<file path="config.mk">
export PLATFORM = sky130hd
export DESIGN_NAME = ipd_line_command_parser_unit
export DESIGN_NICKNAME = d
export VERILOG_FILES = /design/src/rtl/ilcp_pkg.sv /design/src/rtl/ilcp_line_parser.sv /design/src/rtl/ilcp_result_reg.sv /design/src/rtl/ipd_line_command_parser_unit.sv
export SDC_FILE = /design/constraint.sdc
export NUM_CORES = 1
export LEC_CHECK = 0
export BUFFER_PORTS_ARGS = -buffer_cell sky130_fd_sc_hd__buf_2
export CAP_MARGIN = 20
export CORE_ASPECT_RATIO = 0.75
export CORE_MARGIN = 2
export CORE_UTILIZATION = 50
export DETAILED_ROUTE_END_ITERATION = 6
export GPL_ROUTABILITY_DRIVEN = 0
export PLACE_DENSITY = 0.67
export SYNTH_ARGS = -nofsm -noshare
export SYNTH_HDL_FRONTEND = slang
export SYNTH_SLANG_ARGS = --single-unit
</file>
<file path="constraint.sdc">
create_clock -name clk_i -period 2.8 [get_ports clk_i]
set_clock_uncertainty 0.05 [all_clocks]
set_input_delay 0.28 -clock clk_i [delete_from_list [all_inputs] [get_ports clk_i]]
set_output_delay 0.28 -clock clk_i [all_outputs]
set_load 0.005 [all_outputs]
</file>
<file path="src/rtl/ilcp_pkg.sv">
// Shared types, constants and character tables for the line command parser.
// Used by every module of the block; depends on nothing.
package ilcp_pkg;

  localparam int LINE_CAPACITY_DEF = 128;
  localparam int NUM_WORDS         = 5;

  localparam logic [6:0] DRIVE_SPEED_RESET = 7'd80;
  localparam logic [6:0] SPEED_MAX         = 7'd100;

  localparam logic [7:0] CHAR_LF    = 8'h0A;
  localparam logic [7:0] CHAR_CR    = 8'h0D;
  localparam logic [7:0] CHAR_NUL   = 8'h00;
  localparam logic [7:0] CHAR_PLUS  = 8'h2B;
  localparam logic [7:0] CHAR_COLON = 8'h3A;
  localparam logic [7:0] CHAR_M     = 8'h6D;

  localparam logic [2:0] IPD_LAST = 3'd4;
  localparam logic [2:0] MSG_LAST = 3'd3;

  localparam logic [2:0] CMD_UNKNOWN = 3'd0;
  localparam logic [2:0] CMD_FORWARD = 3'd1;
  localparam logic [2:0] CMD_BACK    = 3'd2;
  localparam logic [2:0] CMD_LEFT    = 3'd3;
  localparam logic [2:0] CMD_RIGHT   = 3'd4;
  localparam logic [2:0] CMD_STOP    = 3'd5;

  typedef struct packed {
    logic [2:0]        command_code;
    logic signed [7:0] left_speed;
    logic signed [7:0] right_speed;
    logic              enter_remote_mode;
  } result_t;

  function automatic logic [7:0] ipd_char(input logic [2:0] idx);
    logic [7:0] c;
    case (idx)
      3'd0:    c = "+";
      3'd1:    c = "I";
      3'd2:    c = "P";
      3'd3:    c = "D";
      3'd4:    c = ",";
      default: c = CHAR_NUL;
    endcase
    return c;
  endfunction

  function automatic logic [7:0] msg_char(input logic [2:0] idx);
    logic [7:0] c;
    case (idx)
      3'd0:    c = "m";
      3'd1:    c = "s";
      3'd2:    c = "g";
      3'd3:    c = "=";
      default: c = CHAR_NUL;
    endcase
    return c;
  endfunction

  function automatic logic [2:0] word_len(input logic [2:0] k);
    logic [2:0] n;
    case (k)
      3'd0:    n = 3'd7;
      3'd1:    n = 3'd4;
      3'd2:    n = 3'd4;
      3'd3:    n = 3'd5;
      3'd4:    n = 3'd4;
      default: n = 3'd0;
    endcase
    return n;
  endfunction

  // Character at position pos of keyword k, first character in the top byte.
  function automatic logic [7:0] word_char(input logic [2:0] k, input logic [2:0] pos);
    logic [55:0] txt;
    logic [7:0]  c;
    case (k)
      3'd0:    txt = "forward";
      3'd1:    txt = {"back", 24'h0};
      3'd2:    txt = {"left", 24'h0};
      3'd3:    txt = {"right", 16'h0};
      3'd4:    txt = {"stop", 24'h0};
      default: txt = '0;
    endcase
    if (pos == 3'd7) begin
      c = CHAR_NUL;
    end else begin
      c = txt[8 * (6 - int'(pos)) +: 8];
    end
    return c;
  endfunction

endpackage

</file>
<file path="src/rtl/ilcp_line_parser.sv">
// Per-line parse state: marker search, keyword match and result decode.
// Depends on ilcp_pkg.
module ilcp_line_parser #(
  parameter int LINE_CAPACITY = ilcp_pkg::LINE_CAPACITY_DEF
) (
  input  logic                  clk_i,
  input  logic                  rst_ni,
  input  logic                  fire_i,
  input  logic [7:0]            rx_byte_i,
  input  logic [6:0]            drive_speed_i,
  output logic                  res_valid_o,
  output ilcp_pkg::result_t     res_o
);

  localparam int CNT_W = $clog2(LINE_CAPACITY);
  localparam logic [CNT_W-1:0] KEPT_MAX = CNT_W'(LINE_CAPACITY - 1);

  typedef enum logic [1:0] {
    PH_IPD,
    PH_COLON,
    PH_MSG,
    PH_WORD
  } phase_e;

  phase_e                        phase_q, phase_d;
  logic [CNT_W-1:0]              kept_q, kept_d;
  logic [2:0]                    idx_q, idx_d;
  logic [ilcp_pkg::NUM_WORDS-1:0] alive_q, alive_d;
  logic [2:0]                    pos_q, pos_d;
  logic                          ended_q, ended_d;

  logic       is_lf;
  logic       found;
  logic [2:0] code;
  logic [6:0] speed;
  logic [7:0] spd_pos;
  logic [7:0] spd_neg;
  logic [7:0] ls;
  logic [7:0] rs;

  assign is_lf = (rx_byte_i == ilcp_pkg::CHAR_LF);

  // Next line state for one byte.
  always_comb begin
    phase_d = phase_q;
    kept_d  = kept_q;
    idx_d   = idx_q;
    alive_d = alive_q;
    pos_d   = pos_q;
    ended_d = ended_q;
    if (is_lf) begin
      phase_d = PH_IPD;
      kept_d  = '0;
      idx_d   = '0;
      alive_d = '1;
      pos_d   = '0;
      ended_d = 1'b0;
    end else if (rx_byte_i != ilcp_pkg::CHAR_CR && kept_q != KEPT_MAX) begin
      kept_d = kept_q + 1'b1;
      if (!ended_q) begin
        if (rx_byte_i == ilcp_pkg::CHAR_NUL) begin
          ended_d = 1'b1;
        end else begin
          case (phase_q)
            PH_IPD: begin
              if (rx_byte_i == ilcp_pkg::ipd_char(idx_q)) begin
                if (idx_q == ilcp_pkg::IPD_LAST) begin
                  phase_d = PH_COLON;
                  idx_d   = '0;
                end else begin
                  idx_d = idx_q + 1'b1;
                end
              end else begin
                idx_d = (rx_byte_i == ilcp_pkg::CHAR_PLUS) ? 3'd1 : 3'd0;
              end
            end
            PH_COLON: begin
              if (rx_byte_i == ilcp_pkg::CHAR_COLON) begin
                phase_d = PH_MSG;
                idx_d   = '0;
              end
            end
            PH_MSG: begin
              if (rx_byte_i == ilcp_pkg::msg_char(idx_q)) begin
                if (idx_q == ilcp_pkg::MSG_LAST) begin
                  phase_d = PH_WORD;
                  idx_d   = '0;
                end else begin
                  idx_d = idx_q + 1'b1;
                end
              end else begin
                idx_d = (rx_byte_i == ilcp_pkg::CHAR_M) ? 3'd1 : 3'd0;
              end
            end
            default: begin
              for (int k = 0; k < ilcp_pkg::NUM_WORDS; k++) begin
                if (!(pos_q < ilcp_pkg::word_len(3'(k)) &&
                      rx_byte_i == ilcp_pkg::word_char(3'(k), pos_q))) begin
                  alive_d[k] = 1'b0;
                end
              end
              if (pos_q != 3'd7) begin
                pos_d = pos_q + 1'b1;
              end
            end
          endcase
        end
      end
    end
  end

  always_ff @(posedge clk_i or negedge rst_ni) begin
    if (!rst_ni) begin
      phase_q <= PH_IPD;
      kept_q  <= '0;
      idx_q   <= '0;
      alive_q <= '1;
      pos_q   <= '0;
      ended_q <= 1'b0;
    end else if (fire_i) begin
      phase_q <= phase_d;
      kept_q  <= kept_d;
      idx_q   <= idx_d;
      alive_q <= alive_d;
      pos_q   <= pos_d;
      ended_q <= ended_d;
    end
  end

  // Pick the first keyword that matched in full.
  always_comb begin
    found = 1'b0;
    code  = ilcp_pkg::CMD_UNKNOWN;
    for (int k = 0; k < ilcp_pkg::NUM_WORDS; k++) begin
      if (!found && alive_q[k] && pos_q == ilcp_pkg::word_len(3'(k))) begin
        found = 1'b1;
        code  = 3'(k + 1);
      end
    end
  end

  assign speed   = (drive_speed_i > ilcp_pkg::SPEED_MAX) ? ilcp_pkg::SPEED_MAX : drive_speed_i;
  assign spd_pos = {1'b0, speed};
  assign spd_neg = 8'(~spd_pos + 8'd1);

  always_comb begin
    case (code)
      ilcp_pkg::CMD_FORWARD: begin ls = spd_pos; rs = spd_pos; end
      ilcp_pkg::CMD_BACK:    begin ls = spd_neg; rs = spd_neg; end
      ilcp_pkg::CMD_LEFT:    begin ls = spd_neg; rs = spd_pos; end
      ilcp_pkg::CMD_RIGHT:   begin ls = spd_pos; rs = spd_neg; end
      default:               begin ls = '0;      rs = '0;      end
    endcase
  end

  assign res_valid_o             = is_lf && kept_q != '0 && phase_q == PH_WORD;
  assign res_o.command_code      = code;
  assign res_o.left_speed        = $signed(ls);
  assign res_o.right_speed       = $signed(rs);
  assign res_o.enter_remote_mode = 1'b1;

endmodule

</file>
<file path="src/rtl/ilcp_result_reg.sv">
// Result register: holds one decoded command beat until the sink takes it.
// Depends on ilcp_pkg.
module ilcp_result_reg (
  input  logic              clk_i,
  input  logic              rst_ni,
  input  logic              load_i,
  input  logic              res_valid_i,
  input  ilcp_pkg::result_t res_i,
  input  logic              out_stall_i,
  output logic              advance_o,
  output logic              out_valid_o,
  output ilcp_pkg::result_t res_o
);

  logic              valid_q;
  ilcp_pkg::result_t res_q;

  // Move on when the register is empty or its beat leaves this cycle.
  assign advance_o = !valid_q || !out_stall_i;

  always_ff @(posedge clk_i or negedge rst_ni) begin
    if (!rst_ni) begin
      valid_q <= 1'b0;
    end else if (advance_o) begin
      valid_q <= load_i && res_valid_i;
    end
  end

  always_ff @(posedge clk_i) begin
    if (advance_o && load_i && res_valid_i) begin
      res_q <= res_i;
    end
  end

  assign out_valid_o = valid_q;
  assign res_o       = res_q;

endmodule

</file>
<file path="src/rtl/ipd_line_command_parser_unit.sv">
// Top level of the line command parser: byte register, config register,
// line parser and result register. Depends on ilcp_pkg, ilcp_line_parser, ilcp_result_reg.
//
//  port group      dir  handshake                 payload
//  rx byte in      in   in_valid_i / in_stall_o   rx_byte_i[7:0]
//  command out     out  out_valid_o / out_stall_i command_code_o, left_speed_o,
//                                                 right_speed_o, enter_remote_mode_o
//  config write    in   cfg_valid_i / cfg_ready_o cfg_drive_speed_i[6:0]
//
// One byte per cycle while no command beat is stalled. A byte is registered on
// accept and parsed from there; a newline's command beat is registered as it is parsed.
// Reset clears the line state and sets drive speed to 80.
// A stalled command beat holds; a byte waiting behind it holds and stalls input.
module ipd_line_command_parser_unit #(
  parameter int LINE_CAPACITY = ilcp_pkg::LINE_CAPACITY_DEF
) (
  input  logic              clk_i,
  input  logic              rst_ni,
  input  logic              in_valid_i,
  output logic              in_stall_o,
  input  logic [7:0]        rx_byte_i,
  output logic              out_valid_o,
  input  logic              out_stall_i,
  output logic [2:0]        command_code_o,
  output logic signed [7:0] left_speed_o,
  output logic signed [7:0] right_speed_o,
  output logic              enter_remote_mode_o,
  input  logic              cfg_valid_i,
  output logic              cfg_ready_o,
  input  logic [6:0]        cfg_drive_speed_i
);

  logic              proc_valid_q;
  logic [7:0]        proc_byte_q;
  logic [6:0]        drive_speed_q;
  logic              advance;
  logic              fire;
  logic              res_valid;
  ilcp_pkg::result_t res;
  ilcp_pkg::result_t res_out;

  assign cfg_ready_o = 1'b1;
  assign in_stall_o  = proc_valid_q && !advance;
  assign fire        = proc_valid_q && advance;

  always_ff @(posedge clk_i or negedge rst_ni) begin
    if (!rst_ni) begin
      drive_speed_q <= ilcp_pkg::DRIVE_SPEED_RESET;
    end else if (cfg_valid_i && cfg_ready_o) begin
      drive_speed_q <= cfg_drive_speed_i;
    end
  end

  always_ff @(posedge clk_i or negedge rst_ni) begin
    if (!rst_ni) begin
      proc_valid_q <= 1'b0;
    end else if (!in_stall_o) begin
      proc_valid_q <= in_valid_i;
    end
  end

  always_ff @(posedge clk_i) begin
    if (!in_stall_o && in_valid_i) begin
      proc_byte_q <= rx_byte_i;
    end
  end

  ilcp_line_parser #(
    .LINE_CAPACITY(LINE_CAPACITY)
  ) u_parser (
    .clk_i        (clk_i),
    .rst_ni       (rst_ni),
    .fire_i       (fire),
    .rx_byte_i    (proc_byte_q),
    .drive_speed_i(drive_speed_q),
    .res_valid_o  (res_valid),
    .res_o        (res)
  );

  ilcp_result_reg u_result (
    .clk_i      (clk_i),
    .rst_ni     (rst_ni),
    .load_i     (proc_valid_q),
    .res_valid_i(res_valid),
    .res_i      (res),
    .out_stall_i(out_stall_i),
    .advance_o  (advance),
    .out_valid_o(out_valid_o),
    .res_o      (res_out)
  );

  assign command_code_o      = res_out.command_code;
  assign left_speed_o        = res_out.left_speed;
  assign right_speed_o       = res_out.right_speed;
  assign enter_remote_mode_o = res_out.enter_remote_mode;

`ifndef NO_ASSERTIONS
  a_result_after_newline: assert property (@(posedge clk_i) disable iff (!rst_ni)
    $rose(out_valid_o) |-> $past(fire && proc_byte_q == ilcp_pkg::CHAR_LF))
    else $error("command beat without a parsed newline");

  a_remote_flag: assert property (@(posedge clk_i) disable iff (!rst_ni)
    out_valid_o |-> enter_remote_mode_o)
    else $error("command beat without remote request");

  a_idle_speeds: assert property (@(posedge clk_i) disable iff (!rst_ni)
    out_valid_o && (command_code_o == ilcp_pkg::CMD_UNKNOWN ||
                    command_code_o == ilcp_pkg::CMD_STOP)
    |-> left_speed_o == 8'sd0 && right_speed_o == 8'sd0)
    else $error("nonzero speed on stop or unknown word");
`endif

endmodule
</file>
==> flow_metrics.env <==
export IMPL_clock_sinks=57
export IMPL_drc=0
export IMPL_syn_inst=468
export IMPL_antennaDiodeCount=0
export IMPL_rows=29
export IMPL_top_usage_layer="met1"
export IMPL_use_met3_pct=4.04
export IMPL_coreArea_um2=8420
export IMPL_grt_pass1_vias=3561
export IMPL_drive_gt1_share_pct=22.2
export IMPL_critPathCaptureType="flop"
export IMPL_clk_path_buf_depth=2
export IMPL_cap_violations=0
export IMPL_synth_avg_cell_area_um2=9.21
export IMPL_tritoncts="yes"
export IMPL_place_ws_ns=0.133
export IMPL_p_leak_nw=2.15
export IMPL_cts_clk_slew_worst_paths_ns=0.05
export IMPL_start_kind="flop"
export IMPL_ctsHtreeMaxLevel=3
export IMPL_dp_hpwl_um=7880
export IMPL_p_sw_share_pct=39.7
export IMPL_finalCriticalPeriod_ns=2.70
export IMPL_min_from="rx_byte_i[1]"
export IMPL_ant_nets=0
export IMPL_grt_overflow=0
export IMPL_fp_dieH_um=84.4
export IMPL_drtIter0Drc=379
export IMPL_clock_root_buffer="clkbuf_16"
export IMPL_clkLatencyLatePin_ns=0.32
export IMPL_ios=43
export IMPL_worstSetupStartpoint="u_parser.idx_q[1]"
export IMPL_synth_enable_flop_cells=27
export IMPL_synth_seq_cells=57
export IMPL_layout_setup_ws_ns=0.102
export IMPL_final_area_um2=5040
export IMPL_firstDrtPassIters=5
export IMPL_dieArea_um2=9380
export IMPL_grt_max_degree=31
export IMPL_layout_nets=559
export IMPL_area_delta_synth_final_pct=16.9
export IMPL_avgViaCountPerCell=6.05
export IMPL_combPwrFrac_pct=49.6
export IMPL_cp_cell_sequence="ha_1 -> ha_1 -> nor4b_1 -> a32oi_1 -> o211ai_1 -> buf_4 -> a41oi_2 -> a2111o_1 -> o211ai_1"
export IMPL_tns_ns=0
export IMPL_final_period_utilization_pct=96.4
export IMPL_vias=3818
export IMPL_io_buffer_count=40
export IMPL_arrival_ns=2.89
export IMPL_fmax_mhz=371
export IMPL_cellInternalPower_mw=2.61
export IMPL_routedWlPerCell_um=17.4
export IMPL_status="completed"
export IMPL_synth_area_um2=4310
export IMPL_totalWireLength_um=11000
export IMPL_grt_use_met2_pct=33.7
export IMPL_slew_headroom_pct=52.4
export IMPL_required_ns=2.99
export IMPL_use_met1_pct=35.6
export IMPL_synth_area_top_cells="edfxtp_1 19%, dfrtp_1 13%, ha_1 6.1%"
export IMPL_slew_violations=0
export IMPL_start_util_pct=51.2
export IMPL_p_per_area_nw_per_um2=859
export IMPL_final_util_pct=59.8
export IMPL_hp_class="in2reg"
export IMPL_postSynth_asyncResetShare_pct=52.6
export IMPL_grt_pass1_wl_um=17900
export IMPL_cp_max_fo=10
export IMPL_yosysSeqAreaShare_pct=36.4
export IMPL_slowest_stage="dfrtp_1"
export IMPL_yosys_warnings=0
export IMPL_synth_top_area_share_pct=18.8
export IMPL_numCtsBuffers=9
export IMPL_pwr_share_seq_pct=26.4
export IMPL_placed_cell_area_um2=4710
export IMPL_ys_types=86
export IMPL_slowest_delay_ns=0.47
export IMPL_worst_pin_slew_ns=0.713
export IMPL_p_clk_share_pct=24.0
export IMPL_p_sw_mw=1.72
export IMPL_p_total_mw=4.33
export IMPL_worstSetupPathType="reg2reg"
export IMPL_antenna_found_initial=0
export IMPL_ys_flop_type="edfxtp_1"
export IMPL_synth_top_area_cell="edfxtp_1"
export IMPL_reg2reg_from="u_parser.idx_q[1]"
export IMPL_hold_viol=0
export IMPL_ir_drop_mv=0.533
export IMPL_die_w_um=111
export IMPL_fillers=753
export IMPL_setup_violations=0
export IMPL_track_usage_pct=23.3
cell usage after synthesis (all sizes together), types with 9 or more instances:
master	count
nand2	38
o22ai	11
buf	19
edfxtp	27
dfrtp	23
nor3	13
a21oi	20
inv	20
o31ai	9
nor2	34
xnor2	13
clkbuf	15
o21ai	23
xor2	11
ha	21
nand2b	14
nand3	12
final timing paths:
check	to	slack [ns]	cells after the start
worst min-delay path	proc_byte_q[1]	0.08	1
worst max register to register	u_parser.phase_q[1]	0.10	9
worst max-delay path	u_parser.phase_q[1]	0.10	9
worst min register to register	u_parser.alive_q[4]	0.46	2
max in group asynchronous	u_parser.pos_q[1]	1.74	2
min in group asynchronous	u_parser.phase_q[0]	0.50	2
state kept, by name, indices dropped and copies added (netlist names):
register and flops:
u_parser.idx_q 3, proc_valid_q 1, u_result.out_valid_o 1, u_parser.pos_q 3, u_parser.phase_q 2, u_parser.ended_q 1
drive_speed_q 7, proc_byte_q 8, u_parser.alive_q 5, u_result.res_o 19, u_parser.kept_q 7
critical path, delay by kind of cell, from the launching register on:
kind | cells | cell delay, ns
flops | 1 | 0.47
fa+ha+maj | 2 | 0.58
compound gates | 5 | 0.98
buf+inv | 1 | 0.16
simple gates | 1 | 0.35
through the flow:
step	std cells	hold WS, ns
final	631	0.0777
after global routing	631	0.0748
after CTS	629	0.0757
after detailed placement	612	0.322
after global placement	612	0.309
after floorplan	469	-0.0656
logic make-up (layout without fill, tap and decap cells):
group / after synthesis / after routing / share of synthesized area, %
AO/OA/AOI/OAI: 130 / 130 / 22.0
XOR/XNOR: 24 / 24 / 4.88
adder cells (fa/ha/maj): 21 / 21 / 6.10
buffers and inverters: 54 / 108 / 5.60
flip-flops: 57 / 57 / 36.4
multiplexers: 13 / 13 / 3.25
other: 1 / 2 / 0.0870
AND/OR/NAND/NOR: 168 / 168 / 21.6
placed cells by master (no fill, tap or decap), types with 4 or more instances in the layout:
cell type / instances
o22ai_1: 11
nor3_1: 11
inv_1: 19
a21o_1: 4
a21oi_1: 19
nor2_1: 34
ha_1: 20
a31oi_1: 5
nand4b_1: 4
and3_1: 4
nor4b_1: 7
dfstp_2: 7
nand4_1: 7
dfrtp_1: 23
xor2_1: 11
nand2b_1: 14
o21ai_1: 7
buf_2: 40
edfxtp_1: 27
o21ai_0: 16
o31ai_1: 9
clkbuf_16: 9
a211o_1: 5
nand3_1: 12
nor2b_1: 4
mux2i_1: 5
mux2_2: 8
o211ai_1: 6
nand2_1: 38
buf_4: 30
xnor2_1: 13
final cells by class:
type,instances,area [µm²],share of cell area [%]
Sequential cell,57,1570,31.2
Clock inverter,5,47.5,0.944
Multi-Input combinational cell,358,2520,50.0
Inverter,20,75.1,1.49
Timing Repair Buffer,72,455,9.04
Tap cell,108,135,2.68
Clock buffer,11,233,4.62
power groups by stage:
stage               clock network, mW  registers (mW)  logic [mW]
floorplan                           0            1.09        1.56
global placement                    0            1.14        2.02
detailed placement                  0            1.15        2.05
CTS                              1.04            1.14        2.07
global route                     1.08            1.16        2.34
finish                           1.04            1.14        2.15
timing repair:
| action | 4_1_cts | 5_1_grt |
|---|---|---|
| setup buffers | 0 | 2 |
| gates resized for setup | 0 | 4 |
| setup endpoints to repair | 0 | 6 |
| hold buffers | 1 | 0 |
| hold endpoints to repair | 23 | 0 |
layer usage:
metal  wire length, µm  up-vias  share of wire [%]
met2              4750      144                 43
li1                  -     1846                  -
met5                 0        -                  0
met3               745       13                6.8
met1              5330     1815                 49
met4               136        0                1.2
No activity file was read; power rests on OpenSTA's default activity.
